==> config.mk <==
export PLATFORM = sky130hd
export DESIGN_NAME = vma_dp
export DESIGN_NICKNAME = d
export VERILOG_FILES = /design/src/hdl/vma_pkg.sv /design/src/hdl/vma_dp.sv
export SDC_FILE = /design/constraint.sdc
export NUM_CORES = 2
export LEC_CHECK = 0
export BUFFER_PORTS_ARGS = -buffer_cell sky130_fd_sc_hd__buf_2
export CAP_MARGIN = 20
export CORE_AREA = 2 2 576 578
export CTS_BUF_LIST = sky130_fd_sc_hd__clkbuf_2 sky130_fd_sc_hd__clkbuf_4 sky130_fd_sc_hd__clkbuf_8
export DETAILED_ROUTE_END_ITERATION = 10
export DIE_AREA = 0 0 578 580
export PLACE_DENSITY = 0.52
export SYNTH_ARGS = -nofsm -noshare
export SYNTH_HDL_FRONTEND = slang
export SYNTH_SLANG_ARGS = --single-unit
==> constraint.sdc <==
create_clock -name i_clk -period 13.45 [get_ports i_clk]
set_input_delay 4.035 -clock i_clk [delete_from_list [all_inputs] [get_ports i_clk]]
set_output_delay 4.035 -clock i_clk [all_outputs]
set_load 0.03 [all_outputs]
==> src/hdl/vma_pkg.sv <==
// Package for the three-axis moving average filter with flush.
// Holds field widths, register codes and reset values, the controller states and
// the controller/datapath command and status structs. Depends on nothing.
`default_nettype none

package vma_pkg;

    // Field widths
    localparam int SAMPLE_W  = 20;
    localparam int STAMP_W   = 63;
    localparam int CFG_W     = 40;
    localparam int RUN_W     = 4;
    localparam int CFG_IDX_W = 2;
    localparam int QUO_W     = SAMPLE_W;
    localparam int AXES      = 3;

    // Configuration register indexes
    localparam logic [CFG_IDX_W-1:0] CFG_FILTER_ENABLE = 2'd0;
    localparam logic [CFG_IDX_W-1:0] CFG_GAP_LIMIT     = 2'd1;
    localparam logic [CFG_IDX_W-1:0] CFG_JUMP_THRESH   = 2'd2;
    localparam logic [CFG_IDX_W-1:0] CFG_JUMP_RUN      = 2'd3;

    // Configuration reset values
    localparam logic             RST_FILTER_ENABLE = 1'b1;
    localparam logic [CFG_W-1:0] RST_GAP_LIMIT     = 40'd1000000000;
    localparam logic [CFG_W-1:0] RST_JUMP_THRESH   = 40'd16384;
    localparam logic [RUN_W-1:0] RST_JUMP_RUN      = 4'd5;

    // Controller states
    typedef enum logic [2:0] {
        S_IDLE,
        S_CHECK,
        S_JUMP,
        S_UPDATE,
        S_DSTART,
        S_FILL,
        S_OUT
    } t_state;

    // Commands from controller to datapath
    typedef struct packed {
        logic cap;         // capture request, read oldest ring slot
        logic ld_stamp;    // store request timestamp as last stamp
        logic clr_primed;  // restart while filtering is off
        logic clr_run;     // gap flush clears the large-sample run
        logic upd_run;     // update the run from the jump check
        logic fill_start;  // begin a flush: clear sums, counter, slot
        logic fill_step;   // write one ring entry, add sample to sums
        logic update;      // replace oldest entry, adjust sums
        logic div_start;   // scale the sums into floor averages
        logic out_load;    // load the output register
        logic out_pass;    // output is the sample itself
        logic out_flush;   // flushed flag for this result
    } t_cmd;

    // Status from datapath to controller
    typedef struct packed {
        logic filter_en;
        logic primed;
        logic restart;
        logic gap_hit;
        logic run_hit;
        logic fill_done;
        logic out_busy;
    } t_stat;

endpackage

`default_nettype wire

==> src/hdl/vma_dp.sv <==
// Datapath of the moving average filter: config registers, ring memory, sums,
// distance check, reciprocal floor scaling and output register.
// Depends on vma_pkg; controlled through t_cmd, reports through t_stat.
`default_nettype none

module vma_dp
    import vma_pkg::*;
#(
    parameter int WINDOW_LEN = 8
) (
    input  wire logic                       i_clk,
    input  wire logic                       i_rst_n,
    // configuration
    input  wire logic                       i_cfg_we,
    input  wire logic [CFG_IDX_W-1:0]       i_cfg_index,
    input  wire logic [CFG_W-1:0]           i_cfg_data,
    // request fields
    input  wire logic signed [SAMPLE_W-1:0] i_axis_x,
    input  wire logic signed [SAMPLE_W-1:0] i_axis_y,
    input  wire logic signed [SAMPLE_W-1:0] i_axis_z,
    input  wire logic [STAMP_W-1:0]         i_stamp_ns,
    input  wire logic                       i_restart,
    // result
    output logic                            o_out_valid,
    input  wire logic                       i_out_stall,
    output logic signed [SAMPLE_W-1:0]      o_avg_x,
    output logic signed [SAMPLE_W-1:0]      o_avg_y,
    output logic signed [SAMPLE_W-1:0]      o_avg_z,
    output logic                            o_flushed,
    // controller link
    input  wire t_cmd                       i_cmd,
    output t_stat                           o_stat
);

    localparam int ADDR_W = $clog2(WINDOW_LEN);
    localparam int SUM_W  = SAMPLE_W + ADDR_W;
    localparam int CNT_W  = ADDR_W;
    localparam int ENT_W  = AXES * SAMPLE_W;
    localparam int SQ_W   = 2 * SAMPLE_W + 1;
    localparam int DSUM_W = SQ_W + 2;
    // Bias that makes every sum non-negative; a multiple of the window length
    localparam logic [SUM_W:0]  OFFSET  = (SUM_W+1)'(WINDOW_LEN * (2 ** (SAMPLE_W - 1)));
    // Reciprocal of the window length, exact floor for any biased sum below 2**SUM_W
    localparam int              RCP_K   = SUM_W + ADDR_W;
    localparam logic [SUM_W:0]  RECIP   = (SUM_W+1)'(((64'd1 << RCP_K) + 64'(WINDOW_LEN)
                                                     - 64'd1) / 64'(WINDOW_LEN));

    // Configuration
    logic             r_filter_en;
    logic [CFG_W-1:0] r_gap_limit;
    logic [CFG_W-1:0] r_jump_thr;
    logic [RUN_W-1:0] r_jump_run;

    // Filter state
    logic [ENT_W-1:0]        r_ring [WINDOW_LEN];
    logic signed [SUM_W-1:0] r_sum [AXES];
    logic [ADDR_W-1:0]       r_slot;
    logic                    r_primed;
    logic [RUN_W-1:0]        r_run;
    logic [STAMP_W-1:0]      r_last;
    logic [CNT_W-1:0]        r_cnt;

    // Request and working registers
    logic signed [SAMPLE_W-1:0] r_smp [AXES];
    logic [STAMP_W-1:0]         r_stamp;
    logic                       r_restart;
    logic [ENT_W-1:0]           r_old;
    logic [SQ_W-1:0]            r_sq [AXES];
    logic [QUO_W-1:0]           r_quo [AXES];

    // Output register
    logic                       r_ovalid;
    logic signed [SAMPLE_W-1:0] r_oavg [AXES];
    logic                       r_oflush;

    // Combinational helpers
    logic signed [SAMPLE_W:0]     diff   [AXES];
    logic signed [2*SAMPLE_W+1:0] sq     [AXES];
    logic signed [SUM_W-1:0]      s_fill [AXES];
    logic signed [SUM_W-1:0]      s_upd  [AXES];
    logic [SUM_W:0]               u_full [AXES];
    logic [2*SUM_W+1:0]           prod   [AXES];
    logic [DSUM_W-1:0]            dsum;
    logic                         is_large;
    logic [RUN_W-1:0]             run_next;
    logic [STAMP_W:0]             gap_diff;
    logic [ADDR_W-1:0]            waddr;
    logic                         we;
    logic [ENT_W-1:0]             wdata;
    logic [ADDR_W-1:0]            slot_inc;

    // Per-axis arithmetic
    always_comb begin
        for (int a = 0; a < AXES; a++) begin
            diff[a]   = {r_smp[a][SAMPLE_W-1], r_smp[a]}
                      - {r_old[a*SAMPLE_W + SAMPLE_W - 1], r_old[a*SAMPLE_W +: SAMPLE_W]};
            sq[a]     = diff[a] * diff[a];
            s_fill[a] = r_sum[a] + {{ADDR_W{r_smp[a][SAMPLE_W-1]}}, r_smp[a]};
            s_upd[a]  = s_fill[a]
                      - {{ADDR_W{r_old[a*SAMPLE_W + SAMPLE_W - 1]}},
                         r_old[a*SAMPLE_W +: SAMPLE_W]};
            u_full[a] = {r_sum[a][SUM_W-1], r_sum[a]} + OFFSET;
            prod[a]   = u_full[a] * RECIP;
        end
    end

    // Jump distance against threshold and run length
    assign dsum     = {2'b00, r_sq[0]} + {2'b00, r_sq[1]} + {2'b00, r_sq[2]};
    assign is_large = (dsum > {{(DSUM_W-CFG_W){1'b0}}, r_jump_thr});
    assign run_next = is_large ? (r_run + 1'b1) : '0;

    // Time gap since the last filtered request; negative gaps never hit
    assign gap_diff = {1'b0, r_stamp} - {1'b0, r_last};

    // Ring write port
    assign slot_inc = (r_slot == ADDR_W'(WINDOW_LEN - 1)) ? '0 : (r_slot + 1'b1);
    assign we       = i_cmd.fill_step | i_cmd.update;
    assign waddr    = i_cmd.fill_step ? r_cnt[ADDR_W-1:0] : r_slot;
    assign wdata    = {r_smp[2], r_smp[1], r_smp[0]};

    // Configuration registers
    always_ff @(posedge i_clk) begin
        if (!i_rst_n) begin
            r_filter_en <= RST_FILTER_ENABLE;
            r_gap_limit <= RST_GAP_LIMIT;
            r_jump_thr  <= RST_JUMP_THRESH;
            r_jump_run  <= RST_JUMP_RUN;
        end else if (i_cfg_we) begin
            unique case (i_cfg_index)
                CFG_FILTER_ENABLE: r_filter_en <= i_cfg_data[0];
                CFG_GAP_LIMIT:     r_gap_limit <= i_cfg_data;
                CFG_JUMP_THRESH:   r_jump_thr  <= i_cfg_data;
                CFG_JUMP_RUN:      r_jump_run  <= i_cfg_data[RUN_W-1:0];
                default: ;
            endcase
        end
    end

    // Ring memory: one write port, registered read of the oldest slot
    always_ff @(posedge i_clk) begin
        if (we) begin
            r_ring[waddr] <= wdata;
        end
        if (i_cmd.cap) begin
            r_old <= r_ring[r_slot];
        end
    end

    // Filter control state
    always_ff @(posedge i_clk) begin
        if (!i_rst_n) begin
            r_slot   <= '0;
            r_primed <= 1'b0;
            r_run    <= '0;
            r_last   <= '0;
            r_cnt    <= '0;
            for (int a = 0; a < AXES; a++) begin
                r_sum[a] <= '0;
            end
        end else begin
            if (i_cmd.ld_stamp) begin
                r_last <= r_stamp;
            end
            if (i_cmd.clr_primed) begin
                r_primed <= 1'b0;
            end else if (i_cmd.fill_start) begin
                r_primed <= 1'b1;
            end
            if (i_cmd.clr_run) begin
                r_run <= '0;
            end else if (i_cmd.upd_run) begin
                r_run <= o_stat.run_hit ? '0 : run_next;
            end
            if (i_cmd.fill_start) begin
                r_slot <= '0;
            end else if (i_cmd.update) begin
                r_slot <= slot_inc;
            end
            if (i_cmd.fill_start) begin
                r_cnt <= '0;
            end else if (i_cmd.fill_step) begin
                r_cnt <= r_cnt + 1'b1;
            end
            for (int a = 0; a < AXES; a++) begin
                if (i_cmd.fill_start) begin
                    r_sum[a] <= '0;
                end else if (i_cmd.fill_step) begin
                    r_sum[a] <= s_fill[a];
                end else if (i_cmd.update) begin
                    r_sum[a] <= s_upd[a];
                end
            end
        end
    end

    // Request capture, squared distances and scaled sums
    always_ff @(posedge i_clk) begin
        if (i_cmd.cap) begin
            r_smp[0]  <= i_axis_x;
            r_smp[1]  <= i_axis_y;
            r_smp[2]  <= i_axis_z;
            r_stamp   <= i_stamp_ns;
            r_restart <= i_restart;
        end
        for (int a = 0; a < AXES; a++) begin
            r_sq[a] <= sq[a][SQ_W-1:0];
            if (i_cmd.div_start) begin
                r_quo[a] <= prod[a][RCP_K +: QUO_W];
            end
        end
    end

    // Output register; the quotient carries the bias in its top bit
    always_ff @(posedge i_clk) begin
        if (!i_rst_n) begin
            r_ovalid <= 1'b0;
        end else if (i_cmd.out_load) begin
            r_ovalid <= 1'b1;
        end else if (!i_out_stall) begin
            r_ovalid <= 1'b0;
        end
    end

    always_ff @(posedge i_clk) begin
        if (i_cmd.out_load) begin
            r_oflush <= i_cmd.out_flush;
            for (int a = 0; a < AXES; a++) begin
                r_oavg[a] <= i_cmd.out_pass ? r_smp[a]
                                            : {~r_quo[a][QUO_W-1], r_quo[a][QUO_W-2:0]};
            end
        end
    end

    assign o_out_valid = r_ovalid;
    assign o_avg_x     = r_oavg[0];
    assign o_avg_y     = r_oavg[1];
    assign o_avg_z     = r_oavg[2];
    assign o_flushed   = r_oflush;

    // Status to the controller
    always_comb begin
        o_stat.filter_en = r_filter_en;
        o_stat.primed    = r_primed;
        o_stat.restart   = r_restart;
        o_stat.gap_hit   = !gap_diff[STAMP_W]
                         && (gap_diff[STAMP_W-1:0] >= {{(STAMP_W-CFG_W){1'b0}}, r_gap_limit});
        o_stat.run_hit   = (run_next >= r_jump_run);
        o_stat.fill_done = (r_cnt == CNT_W'(WINDOW_LEN - 1));
        o_stat.out_busy  = r_ovalid & i_out_stall;
    end

endmodule

`default_nettype wire

==> impl_metrics.json <==
{
  "status": "complete, no violations",
  "min-delay-path-class": "reg2reg",
  "cts-buffers-inserted": 203,
  "area_growth_syn_to_layout_pct": 11.2,
  "postRouteWirelength_mm": 274,
  "yosysSeqAreaShare_pct": 31.7,
  "die_w_um": 578,
  "global_route_wire_length_before_repair_mm": 423,
  "worst_pin_slew_ns": 1.10,
  "clkLatencyLatePin_ns": 1.01,
  "number_of_storage_elements_in_the_synthesis_netlist": 1134,
  "num_vias": 66200,
  "finalMaxSlewViolations": 0,
  "max_clock_skew_ns": 0.113,
  "fill_cells": 33200,
  "place_hpwl_mm": 209,
  "detailedRoute.firstIterationViolations": 4319,
  "first_global_vias": 71500,
  "postCtsResizedCells": 0,
  "multi_input_area_um2": 59700,
  "startpoint_type": "register",
  "die_h_um": 580,
  "rsz0062_at_grt": "false",
  "post_cts_hold_buffer_count": 0,
  "grt_max_degree": 82,
  "drive_gt1_share_pct": 9.73,
  "cts_sinks": 1134,
  "post_synth_num_cell_types": 86,
  "synthCells": 9150,
  "globalRouteTotalUtil_pct": 16.3,
  "io_buf_count": 250,
  "via_per_inst": 4.73,
  "crit_path_max_incr_delay_ns": 0.57,
  "synth-async-reset-ratio_pct": 0,
  "synth_top_cells_by_area": "sky130_fd_sc_hd__edfxtp_1 26%, sky130_fd_sc_hd__fa_1 26%, sky130_fd_sc_hd__ha_1 9.3%",
  "r2r_slack_ns": 1.71,
  "design.die.area_um2": 335000,
  "rows": 211,
  "drv.max_cap_violation_count": 0,
  "critPathMaxFanout": 4,
  "cts_max_level": 4,
  "hold_violations": 0,
  "seq_area_um2": 31300,
  "critPathMostFrequentCell": "sky130_fd_sc_hd__a21oi_1",
  "final-setup-viol-count": 0,
  "nets": 11700,
  "timing.fmax_mhz": 82.1,
  "ctsRootBufferMaster": "sky130_fd_sc_hd__clkbuf_8",
  "post_synth_instance_area_um2": 98500,
  "synth_top_flop_cell": "sky130_fd_sc_hd__edfxtp_1",
  "setup.worst_path.end_class": "primary output",
  "boundaryPins": 251,
  "critPathRequiredTime_ns": 9.41,
  "yosysWarnings": 0,
  "cts_setup_buffers": 0,
  "cts.clk_slew.worst_paths_ns": 0.06,
  "timing_worst_setup_path_type": "reg2out",
  "synth.largest_area_cell": "sky130_fd_sc_hd__edfxtp_1",
  "min_period_over_period_pct": 90.6,
  "starting_density_of_the_core_pct": 29.9,
  "fin_crit_ns": 12.18,
  "detail-route-antenna-nets": 0,
  "clock_tree_from_tritoncts": "yes",
  "grt_antenna_before_repair": 16,
  "routed_wire_length_per_instance_um": 19.5,
  "synth-edff-count": 854,
  "drt_first_pass_iters": 5,
  "gp_congestion": 0.913,
  "remaining_drc_errors": 0,
  "synth_top_area_share_pct": 26.0,
  "globalRouteOverflowTotal": 0,
  "bufs_on_longest_clock_path": 4,
  "fin_tns_setup_ns": 0,
  "slew_headroom_pct": 26.5,
  "arrival_ns": 8.15,
  "avgSynthCellArea_um2": 10.8,
  "core_um2": 329000,
  "slowest_stage": "sky130_fd_sc_hd__or4_1"
}
==> logic make-up (layout without fill, tap and decap cells) <==
group	after synthesis	after routing	synth area share, %
buf+inv	2037	2518	7.78
xor+xnor	411	411	3.66
simple gates	2088	2088	9.34
mux	259	259	4.23
fa+ha+maj	2009	2009	35.2
flops	1134	1134	31.7
compound gates	1210	1210	7.99
other cells	2	13	0.00763
==> stage by stage <==
step / setup slack (ns) / util [%] / cells / hold slack (ns) / cell area, µm²
5_1_grt: 0.694 / 33.3 / 14000 / 0.461 / 110000
6_report: 1.27 / 33.3 / 14000 / 0.460 / 110000
3_3_place_gp: 1.88 / 32.0 / 13600 / 0.443 / 105000
2_1_floorplan: 3.47 / - / 9151 / 0.433 / 98500
3_5_place_dp: 1.85 / 32.0 / 13600 / 0.444 / 105000
4_1_cts: 1.11 / 33.3 / 14000 / 0.460 / 110000
==> metal layers <==
metal	up-vias	part of all wire, %	global-route usage (%)
met5	-	0.014	0
met4	6	1.9	3.38
met3	351	5.4	2.25
met2	1759	45	26.2
met1	33600	47	23.3
li1	30500	-	-
==> layout make-up <==
class / count / share of cell area (%)
clock buffer: 275 / 3.15
multi-input combinational: 5980 / 54.5
timing repair buffer: 349 / 1.84
sequential: 1134 / 28.5
clock inverter: 94 / 0.753
inverter: 1800 / 6.17
tap: 4366 / 4.99
antenna: 10 / 0.0228
==> critical path: cells and delay by family, from the launching register on <==
kind            cells  cell delay, ns
simple gates        9            2.30
compound gates     13            2.82
flops               1            0.31
xor+xnor            1            0.14
fa+ha+maj           4            1.36
buf+inv             2            0.32
==> worst paths after layout <==
check | end | start | depth (start not counted)
setup / recovery | o_stat[2] | r_sq[0][4] | 29
setup reg to reg | r_sq[0][121] | r_smp[0][40] | 38
hold / removal | r_quo[0][33] | r_sum[1][16] | 0
hold reg to reg | r_quo[0][33] | r_sum[1][16] | 0
==> layout by cell type, fill, tap and decap left out, types with 82 or more instances in the layout <==
cell type and instances:
sky130_fd_sc_hd__edfxtp_1 854, sky130_fd_sc_hd__a21o_1 154, sky130_fd_sc_hd__dfxtp_1 277, sky130_fd_sc_hd__fa_1 1275
sky130_fd_sc_hd__nand2_1 951, sky130_fd_sc_hd__a21oi_1 349, sky130_fd_sc_hd__nor3_1 87, sky130_fd_sc_hd__inv_1 1786
sky130_fd_sc_hd__xor2_1 132, sky130_fd_sc_hd__buf_4 103, sky130_fd_sc_hd__nor2b_1 116, sky130_fd_sc_hd__xnor2_1 266
sky130_fd_sc_hd__o21ai_0 220, sky130_fd_sc_hd__a21boi_0 82, sky130_fd_sc_hd__buf_2 244, sky130_fd_sc_hd__clkbuf_8 222
sky130_fd_sc_hd__nand3_1 83, sky130_fd_sc_hd__mux4_2 120, sky130_fd_sc_hd__nor2_1 535, sky130_fd_sc_hd__ha_1 734
==> flip-flops by register name, summed over array words and instances (netlist names), 3 cells and up <==
signal,count
r_smp,60
r_old,60
r_cnt,3
r_oavg,60
r_sum,69
r_jump_run,4
r_run,4
r_sq,120
r_gap_limit,40
r_last,63
r_slot,3
r_quo,60
r_stamp,63
r_ring,480
r_jump_thr,40
==> synth_stat cells, drive strengths merged, types with 82 or more instances <==
master and number:
a21boi 82, a21o 154, a21oi 350, clkbuf 207, dfxtp 280, edfxtp 854, fa 1275, ha 734
inv 1792, mux4 120, nand2 953, nand3 83, nor2 546, nor2b 117, nor3 88, o21ai 222
xnor2 273, xor2 138
Power is not shown: default switching activity piles up to over one toggle a cycle in this logic, so the estimate is an artifact.
