$ cat src/hdl/vma_pkg.sv
// Package for the three-axis moving average filter with flush.
// Holds field widths, register codes and reset values, the controller states and
// the controller/datapath command and status structs. Depends on nothing.
`default_nettype none

package vma_pkg;

    // Field widths
    localparam int SAMPLE_W  = 20;
    localparam int STAMP_W   = 63;
    localparam int CFG_W     = 40;
    localparam int RUN_W     = 4;
    localparam int CFG_IDX_W = 2;
    localparam int QUO_W     = SAMPLE_W;
    localparam int AXES      = 3;

    // Configuration register indexes
    localparam logic [CFG_IDX_W-1:0] CFG_FILTER_ENABLE = 2'd0;
    localparam logic [CFG_IDX_W-1:0] CFG_GAP_LIMIT     = 2'd1;
    localparam logic [CFG_IDX_W-1:0] CFG_JUMP_THRESH   = 2'd2;
    localparam logic [CFG_IDX_W-1:0] CFG_JUMP_RUN      = 2'd3;

    // Configuration reset values
    localparam logic             RST_FILTER_ENABLE = 1'b1;
    localparam logic [CFG_W-1:0] RST_GAP_LIMIT     = 40'd1000000000;
    localparam logic [CFG_W-1:0] RST_JUMP_THRESH   = 40'd16384;
    localparam logic [RUN_W-1:0] RST_JUMP_RUN      = 4'd5;

    // Controller states
    typedef enum logic [2:0] {
        S_IDLE,
        S_CHECK,
        S_JUMP,
        S_UPDATE,
        S_DSTART,
        S_FILL,
        S_OUT
    } t_state;

    // Commands from controller to datapath
    typedef struct packed {
        logic cap;         // capture request, read oldest ring slot
        logic ld_stamp;    // store request timestamp as last stamp
        logic clr_primed;  // restart while filtering is off
        logic clr_run;     // gap flush clears the large-sample run
        logic upd_run;     // update the run from the jump check
        logic fill_start;  // begin a flush: clear sums, counter, slot
        logic fill_step;   // write one ring entry, add sample to sums
        logic update;      // replace oldest entry, adjust sums
        logic div_start;   // scale the sums into floor averages
        logic out_load;    // load the output register
        logic out_pass;    // output is the sample itself
        logic out_flush;   // flushed flag for this result
    } t_cmd;

    // Status from datapath to controller
    typedef struct packed {
        logic filter_en;
        logic primed;
        logic restart;
        logic gap_hit;
        logic run_hit;
        logic fill_done;
        logic out_busy;
    } t_stat;

endpackage

`default_nettype wire

$ cat src/hdl/vma_ctrl.sv
// Controller of the moving average filter: request sequencing state machine.
// Depends on vma_pkg; drives the datapath only through t_cmd and reads t_stat.
`default_nettype none

module vma_ctrl
    import vma_pkg::*;
(
    input  wire logic  i_clk,
    input  wire logic  i_rst_n,
    input  wire logic  i_in_valid,
    output logic       o_in_stall,
    input  wire t_stat i_stat,
    output t_cmd       o_cmd
);

    t_state r_state, n_state;
    logic   r_pass, n_pass;
    logic   r_flush, n_flush;

    // State and result flags
    always_ff @(posedge i_clk) begin
        if (!i_rst_n) begin
            r_state <= S_IDLE;
            r_pass  <= 1'b0;
            r_flush <= 1'b0;
        end else begin
            r_state <= n_state;
            r_pass  <= n_pass;
            r_flush <= n_flush;
        end
    end

    assign o_in_stall = (r_state != S_IDLE);

    // Next state and commands
    always_comb begin
        n_state = r_state;
        n_pass  = r_pass;
        n_flush = r_flush;
        o_cmd   = '0;
        unique case (r_state)
            S_IDLE: begin
                if (i_in_valid) begin
                    o_cmd.cap = 1'b1;
                    n_state   = S_CHECK;
                end
            end
            S_CHECK: begin
                if (!i_stat.filter_en) begin
                    o_cmd.clr_primed = i_stat.restart;
                    n_pass  = 1'b1;
                    n_flush = 1'b0;
                    n_state = S_OUT;
                end else begin
                    o_cmd.ld_stamp = 1'b1;
                    if (!i_stat.primed || i_stat.restart) begin
                        o_cmd.fill_start = 1'b1;
                        n_pass  = 1'b1;
                        n_flush = 1'b1;
                        n_state = S_FILL;
                    end else if (i_stat.gap_hit) begin
                        o_cmd.clr_run    = 1'b1;
                        o_cmd.fill_start = 1'b1;
                        n_pass  = 1'b1;
                        n_flush = 1'b1;
                        n_state = S_FILL;
                    end else begin
                        n_state = S_JUMP;
                    end
                end
            end
            S_JUMP: begin
                o_cmd.upd_run = 1'b1;
                if (i_stat.run_hit) begin
                    o_cmd.fill_start = 1'b1;
                    n_pass  = 1'b1;
                    n_flush = 1'b1;
                    n_state = S_FILL;
                end else begin
                    n_state = S_UPDATE;
                end
            end
            S_UPDATE: begin
                o_cmd.update = 1'b1;
                n_state      = S_DSTART;
            end
            S_DSTART: begin
                o_cmd.div_start = 1'b1;
                n_pass  = 1'b0;
                n_flush = 1'b0;
                n_state = S_OUT;
            end
            S_FILL: begin
                o_cmd.fill_step = 1'b1;
                if (i_stat.fill_done) begin
                    n_state = S_OUT;
                end
            end
            S_OUT: begin
                o_cmd.out_pass  = r_pass;
                o_cmd.out_flush = r_flush;
                if (!i_stat.out_busy) begin
                    o_cmd.out_load = 1'b1;
                    n_state        = S_IDLE;
                end
            end
            default: begin
                n_state = S_IDLE;
            end
        endcase
    end

endmodule

`default_nettype wire

$ cat config.mk
export PLATFORM = sky130hd
export DESIGN_NAME = vma_ctrl
export DESIGN_NICKNAME = d
export VERILOG_FILES = /design/src/hdl/vma_pkg.sv /design/src/hdl/vma_ctrl.sv
export SDC_FILE = /design/constraint.sdc
export NUM_CORES = 1
export LEC_CHECK = 0
export BUFFER_PORTS_ARGS = -buffer_cell sky130_fd_sc_hd__buf_2
export CAP_MARGIN = 20
export CORE_AREA = 2 2 39 41
export CTS_CLUSTER_DIAMETER = 30
export CTS_CLUSTER_SIZE = 14
export DETAILED_ROUTE_END_ITERATION = 10
export DIE_AREA = 0 0 41 43
export GPL_TIMING_DRIVEN = 0
export HOLD_SLACK_MARGIN = 0.1
export PLACE_DENSITY = 0.67
export SLEW_MARGIN = 0
export SYNTH_ARGS = -nofsm -noshare
export SYNTH_HDL_FRONTEND = slang
export SYNTH_SLANG_ARGS = --single-unit
$ cat constraint.sdc
create_clock -name i_clk -period 1.4 [get_ports i_clk]
set_clock_uncertainty 0.15 [all_clocks]
set_input_delay 0.07 -clock i_clk [delete_from_list [all_inputs] [get_ports i_clk]]
set_output_delay 0.07 -clock i_clk [all_outputs]
set_load 0.05 [all_outputs]
==> flow_summary_export.csv, run 1 <==
group,metric,value,unit
run_status,outcome,"finished, violations left",
run_status,violations,"setup timing",
pwr,peakVddDrop,0.00134,V
hold_path,min_delay_path_depth,3,
critical_path,startpoint_type,"flop",
timing,hold_viol,0,
logic_synthesis,synth.top_cell.area_share,0.227,
floorplan,dieWidth,41,um
timing,relSlewSlack,0.579,
pwr,powerDensity,2420,nW/um^2
final_layout,layout-drive-gt1-share,0.735,
critical_path,reg2reg_slack,-0.26,ns
route,drt_pass1_iterations,4,
critical_path,worst-r2r-cell-count,5,
floorplan,dieArea,1760,um^2
logic_synthesis,synth_area_leaders,"dfxtp_1 (23%), nor2_1 (5.9%), nand2b_1 (5.7%)",
placement,numPortBuffers,22,
clock_tree,clk_pin_slew,0.04,ns
timing,slew_viol_final,0,
floorplan,placeableCoreArea,1380,um^2
route,drt_first_iter_violations,13,
logic_synthesis,ys_warn_count,0,
pwr,swShare,0.460,
floorplan,ios,23,
timing,rsz0062_at_grt,"true",
floorplan,rows,14,
placement,hpwl,981,um
timing,finalSetupViolations,17,
critical_path,crit_chain,"or3b_4 -> nor2_4 -> and4b_4 -> buf_8",
route,routed_via_density,5.42,
logic_synthesis,ys_types,34,
pwr,clock_power_share,0.065,
critical_path,cp_max_fo,5,
pwr,p_sw,1150,uW
route,vias,640,
critical_path,cp_slowest_cell,"or3b_4",
clock_tree,cts-root-buf,"clkbuf_4",
critical_path,crit_type,"flop to output pin",
logic_synthesis,ys_ff_latch,5,
global_route,grt_antenna_before_repair,0,
final_layout,n_antenna_cell,0,
logic_synthesis,avgSynthCellArea,7.75,um^2
global_route,grt.total_usage,0.212,
floorplan,initial_core_util,0.319,
logic_synthesis,syn_area,442,um^2
route,final_antenna_net_count,0,
placement,place.gp.congestion,0.761,
route,wl,1850,um
clock_tree,cts.sinks,5,
clock_tree,htreeDepth,1,
logic_synthesis,synth_nets,67,
timing,layout_setup_ws,-0.352,ns
clock_tree,insertion_delay,0.24,ns
placement,pre_cts_slack,-0.325,ns
critical_path,reg2reg_to,"r_flush",
clock_tree,cts_tree,"yes",
clock_tree,cts_inserted_buffers,3,
timing,finalSetupTns,-3.61,ns
global_route,grt_pass1_vias,598,
job,maxCapViolations,0,
critical_path,cpPeakStageDelay,0.44,ns
pwr,p_int,1350,uW
final_layout,area_delta_synth_final,135,%
critical_path,arrival,1.53,ns
critical_path,endpoint_kind,"output pin",
global_route,grt_pass1_wl,2550,um
timing,fin_crit,1.75,ns
pwr,seqPwrFrac,0.118,
hold_path,holdPathEnd,"r_state[0]",
route,drc,0,
critical_path,r2r-start,"r_state[0]",
logic_synthesis,netlist_instances,57,
hold_path,hp-class,"input port to flop",
global_route,grt_start_max_net_pins,11,
timing,period_share,1.25,
floorplan,fp.dieH,43,um
pwr,leakage,0.000474,uW
pwr,comb_power_share,0.816,
final_layout,nNetsFinal,113,
clock_tree,max-clock-path-buffers,2,
critical_path,crit_required,1.18,ns
global_route,grt-ovfl-total,0,
timing,fmax,0.571,GHz
hold_path,hold_path_startpoint,"i_rst_n",
timing,worst_pin_slew,0.624,ns
route,wl_per_cell,15.7,um
logic_synthesis,synth.largest_area_cell,"dfxtp_1",
logic_synthesis,ys_seq_area_frac,0.227,
==> layout make-up <==
cell class / count / area (um^2)
Tap cell: 16 / 20.0
Inverter: 4 / 15.0
Timing Repair Buffer: 41 / 389
Buffer: 3 / 33.8
Multi-Input combinational cell: 45 / 440
Sequential cell: 5 / 111
Fill cell: 85 / 348
Clock buffer: 4 / 26.3
==> sequential cells by signal, indices dropped and copies added, names as in the netlist <==
name     count
r_flush      1
r_pass       1
r_state      3
==> power by group through the flow <==
stage                     Sequential (uW)  Combinational [uW]  Clock (uW)
final                                 296                2040         163
after global placement                275                1180           0
after floorplan                       259                 991           0
after detailed placement              278                1200           0
after global routing                  300                2130         179
after CTS                             279                1750         172
==> Yosys cell counts <==
library cell,n
nor2_1,7
dfxtp_1,5
inv_1,4
nand2b_1,4
and3_1,3
buf_2,2
nand2_1,2
nand3b_1,2
nor3b_1,2
o211a_1,2
a211oi_1,1
a21boi_0,1
a21oi_1,1
a32o_1,1
and2_1,1
and2b_1,1
and4b_1,1
clkbuf_1,1
nand3_1,1
nor2b_1,1
nor3_1,1
nor4_1,1
nor4bb_1,1
o211ai_2,1
o21ai_0,1
o221a_2,1
o221ai_1,1
o22ai_1,1
o32ai_1,1
or3_1,1
or3b_1,1
or3b_2,1
or4_4,1
or4bb_1,1
==> layer usage <==
| layer | global-route usage | part of all wire |
|---|---|---|
| met1 | 0.242 | 0.41 |
| met2 | 0.331 | 0.52 |
| met3 | 0.0524 | 0.059 |
| met4 | 0.133 | 0.0097 |
| met5 | 0 | 0 |
==> logic make-up (layout without fill, tap and decap cells) <==
logic type             after synthesis  after routing  share of synthesized area
AND/OR/NAND/NOR                     33             33                      0.476
AO/OA/AOI/OAI                       12             12                      0.232
buffers and inverters                7             52                     0.0651
flip-flops                           5              5                      0.227
==> layout by cell type, fill, tap and decap left out, types with 2 or more instances in the layout <==
| cell | Yosys | layout |
|---|---|---|
| nand3b_1 | 2 | 2 |
| clkbuf_4 | 0 | 4 |
| buf_2 | 2 | 10 |
| dlygate4sd3_1 | 0 | 2 |
| nor2_4 | 0 | 4 |
| and3_4 | 0 | 3 |
| dfxtp_4 | 0 | 3 |
| buf_6 | 0 | 12 |
| inv_1 | 4 | 3 |
| dfxtp_1 | 5 | 2 |
| buf_4 | 0 | 10 |
| o211a_1 | 2 | 2 |
| nand2b_1 | 4 | 2 |
| nor2_2 | 0 | 2 |
| buf_8 | 0 | 9 |
| nand2b_4 | 0 | 2 |
==> worst max-delay path by stage <==
stage               startpoint        to  slack (ns)  depth (start not counted)
global route        r_state[1]  o_cmd[8]       -0.39                          4
floorplan           r_state[0]  o_cmd[8]       -0.31                          3
CTS                 r_state[1]  o_cmd[8]       -0.35                          4
global placement    r_state[0]  o_cmd[6]       -0.33                          4
finish              r_state[0]  o_cmd[8]       -0.35                          4
detailed placement  r_state[0]  o_cmd[6]       -0.33                          4
==> worst max-delay path: cells and delay by family, from the launching register on <==
| family | cells | cell delay, ns |
|---|---|---|
| AND/OR/NAND/NOR | 3 | 0.79 |
| flip-flops | 1 | 0.36 |
| buffers and inverters | 1 | 0.14 |
==> stage by stage <==
step                hold WS (ns)   util  area, um^2  std cells  power, uW
finish                     0.135  0.749        1040        118       2500
detailed placement         0.216  0.461         638         95       1480
CTS                        0.127  0.685         948        114       2200
global route               0.139  0.749        1040        118       2610
floorplan                 0.0488      -         508         57       1250
global placement           0.208  0.461         638         95       1460
==> what timing repair did <==
item                                    4_1_cts  5_1_grt
endpoints found under the setup margin       17       18
hold buffers                                  2        0
buffers inserted                             13        4
pin swaps                                     9        9
resized for setup                            48       18
hold endpoints to repair                      4        0
Power figures use the tool's default switching activity.
==> inputs of run 2 (changes only) <==
--- a/config.mk
+++ b/config.mk
@@ -14,6 +14,7 @@
 export DIE_AREA = 0 0 41 43
 export GPL_TIMING_DRIVEN = 0
 export HOLD_SLACK_MARGIN = 0.1
+export MAX_ROUTING_LAYER = met4
 export PLACE_DENSITY = 0.67
 export SLEW_MARGIN = 0
 export SYNTH_ARGS = -nofsm -noshare
==> run 2 against run 1 <==
The flow still finishes with violations (setup timing). First-iteration DRC count is 85% higher. Clock power hardly changed. Wire length is 0.87% lower. Largest power group unchanged. Clock-buffer cell count stayed put. Critical path depth stayed put. Final area stayed put. Setup slack hardly changed. Sequential share of layout area stayed put. Combinational power hardly changed. Sequential power hardly changed.
==> flow_summary_export.csv, run 2 (same netlist as run 1, synthesis figures left out) <==
group,metric,value,unit
critical_path,crit_chain,"or3b_4 -> nor2_4 -> and4b_4 -> buf_8",
global_route,grt-ovfl-total,0,
timing,layout_setup_ws,-0.352,ns
final_layout,largest_register,"r_state",
final_layout,fin_area,1040,um^2
floorplan,ios,23,
clock_tree,cts_inserted_buffers,3,
clock_tree,htreeDepth,1,
critical_path,crit_required,1.18,ns
clock_tree,cts-root-buf,"clkbuf_4",
timing,worst_pin_slew,0.604,ns
final_layout,n_antenna_cell,0,
floorplan,dieWidth,41,um
final_layout,layout_commonest_cell,"buf_6",
critical_path,reg2reg_slack,-0.26,ns
route,wl,1830,um
placement,place.gp.congestion,0.771,
critical_path,crit_type,"flop to output pin",
run_status,violations,"setup timing",
hold_path,min_delay_path_depth,3,
clock_tree,cts.sinks,5,
pwr,peakVddDrop,0.00134,V
placement,pre_cts_slack,-0.325,ns
pwr,powerDensity,2420,nW/um^2
clock_tree,insertion_delay,0.24,ns
final_layout,largest_register_ffs,3,
global_route,grt.total_usage,0.217,
critical_path,worst-r2r-cell-count,5,
final_layout,reg_top3,"r_state x3, r_flush x1, r_pass x1",
hold_path,holdPathEnd,"r_state[0]",
final_layout,area_delta_synth_final,135,%
critical_path,cp_slowest_cell,"or3b_4",
timing,finalSetupViolations,17,
route,vias,665,
run_status,outcome,"finished, violations left",
placement,numPortBuffers,22,
floorplan,dieArea,1760,um^2
final_layout,final_cell_mix,"buf_6 (12), buf_2 (10), buf_4 (10)",
timing,rsz0062_at_grt,"true",
critical_path,endpoint_kind,"output pin",
hold_path,hold_path_startpoint,"i_rst_n",
timing,fin_crit,1.75,ns
critical_path,startpoint_type,"flop",
job,maxCapViolations,0,
clock_tree,clk_pin_slew,0.04,ns
placement,place_area,638,um^2
clock_tree,max-clock-path-buffers,2,
final_layout,nNetsFinal,113,
global_route,grt_pass1_wl,2550,um
route,drt_pass1_iterations,4,
floorplan,fp.dieH,43,um
floorplan,initial_core_util,0.319,
final_layout,multi_input_comb_area,440,um^2
critical_path,r2r-start,"r_state[0]",
final_layout,final_cells,118,
timing,fmax,0.571,GHz
floorplan,placeableCoreArea,1380,um^2
clock_tree,cts_tree,"yes",
global_route,grt_pass1_vias,598,
route,drt_first_iter_violations,24,
critical_path,cp_max_fo,5,
route,drc,0,
timing,slew_viol_final,0,
route,routed_via_density,5.64,
final_layout,ff_latch_area,111,um^2
global_route,grt_start_max_net_pins,11,
global_route,grt_antenna_before_repair,0,
floorplan,rows,14,
critical_path,arrival,1.53,ns
placement,place_inst,95,
hold_path,hp-class,"input port to flop",
critical_path,cpPeakStageDelay,0.45,ns
final_layout,fillers,85,
timing,period_share,1.25,
timing,hold_viol,0,
timing,relSlewSlack,0.592,
route,wl_per_cell,15.5,um
critical_path,reg2reg_to,"r_flush",
route,final_antenna_net_count,0,
placement,hpwl,981,um
pwr,leakage,0.000474,uW
final_layout,layout-drive-gt1-share,0.735,
run 2: area by class of cell:
| cell class | instances | area share |
|---|---|---|
| buffer | 3 | 0.0326 |
| clock buffer | 4 | 0.0254 |
| tap | 16 | 0.0193 |
| timing repair buffer | 41 | 0.376 |
| inverter | 4 | 0.0145 |
| multi-input combinational | 45 | 0.425 |
| sequential | 5 | 0.107 |
run 2: worst max-delay path by stage:
stage / startpoint / end / slack (ns) / depth (start not counted)
6_report: r_state[0] / o_cmd[8] / -0.35 / 4
5_1_grt: r_state[1] / o_cmd[8] / -0.39 / 4
4_1_cts: r_state[1] / o_cmd[8] / -0.35 / 4
3_5_place_dp: r_state[0] / o_cmd[6] / -0.33 / 4
3_3_place_gp: r_state[0] / o_cmd[6] / -0.33 / 4
2_1_floorplan: r_state[0] / o_cmd[8] / -0.31 / 3
run 2: per-layer routing:
| layer | vias to the layer above | global-route usage | routed length (um) |
|---|---|---|---|
| met5 | - | - | 0 |
| met4 | 0 | 0.133 | 26 |
| met3 | 4 | 0.0524 | 108 |
| met2 | 28 | 0.331 | 946 |
| met1 | 328 | 0.242 | 750 |
| li1 | 305 | - | - |
run 2: report_power, final:
part | switching (uW) | leakage (uW) | total [uW] | internal [uW]
sequential | 69.3 | 0.0000432 | 296 | 227
combinational | 1030 | 0.000416 | 2040 | 1020
clock | 56.0 | 0.0000150 | 164 | 108
run 2: what timing repair did:
action | CTS | global route
pin swaps | 9 | 9
hold endpoints to repair | 4 | 0
cloned | 0 | 0
hold buffers | 2 | 0
setup buffers | 13 | 4
resized for setup | 48 | 18
endpoints found under the setup margin | 17 | 18
run 2: per-stage QoR:
stage	TNS, ns	utilization	power, uW	hold WS [ns]
global route	-4.19	0.749	2610	0.139
global placement	-1.31	0.461	1460	0.208
finish	-3.61	0.749	2500	0.135
CTS	-2.89	0.685	2200	0.127
detailed placement	-1.41	0.461	1480	0.216
floorplan	-0.552	-	1250	0.0488
run 2: critical path: cells and delay by family (launching register included):
kind	cells	cell delay (ns)
flip-flops	1	0.36
AND/OR/NAND/NOR	3	0.80
buffers and inverters	1	0.14
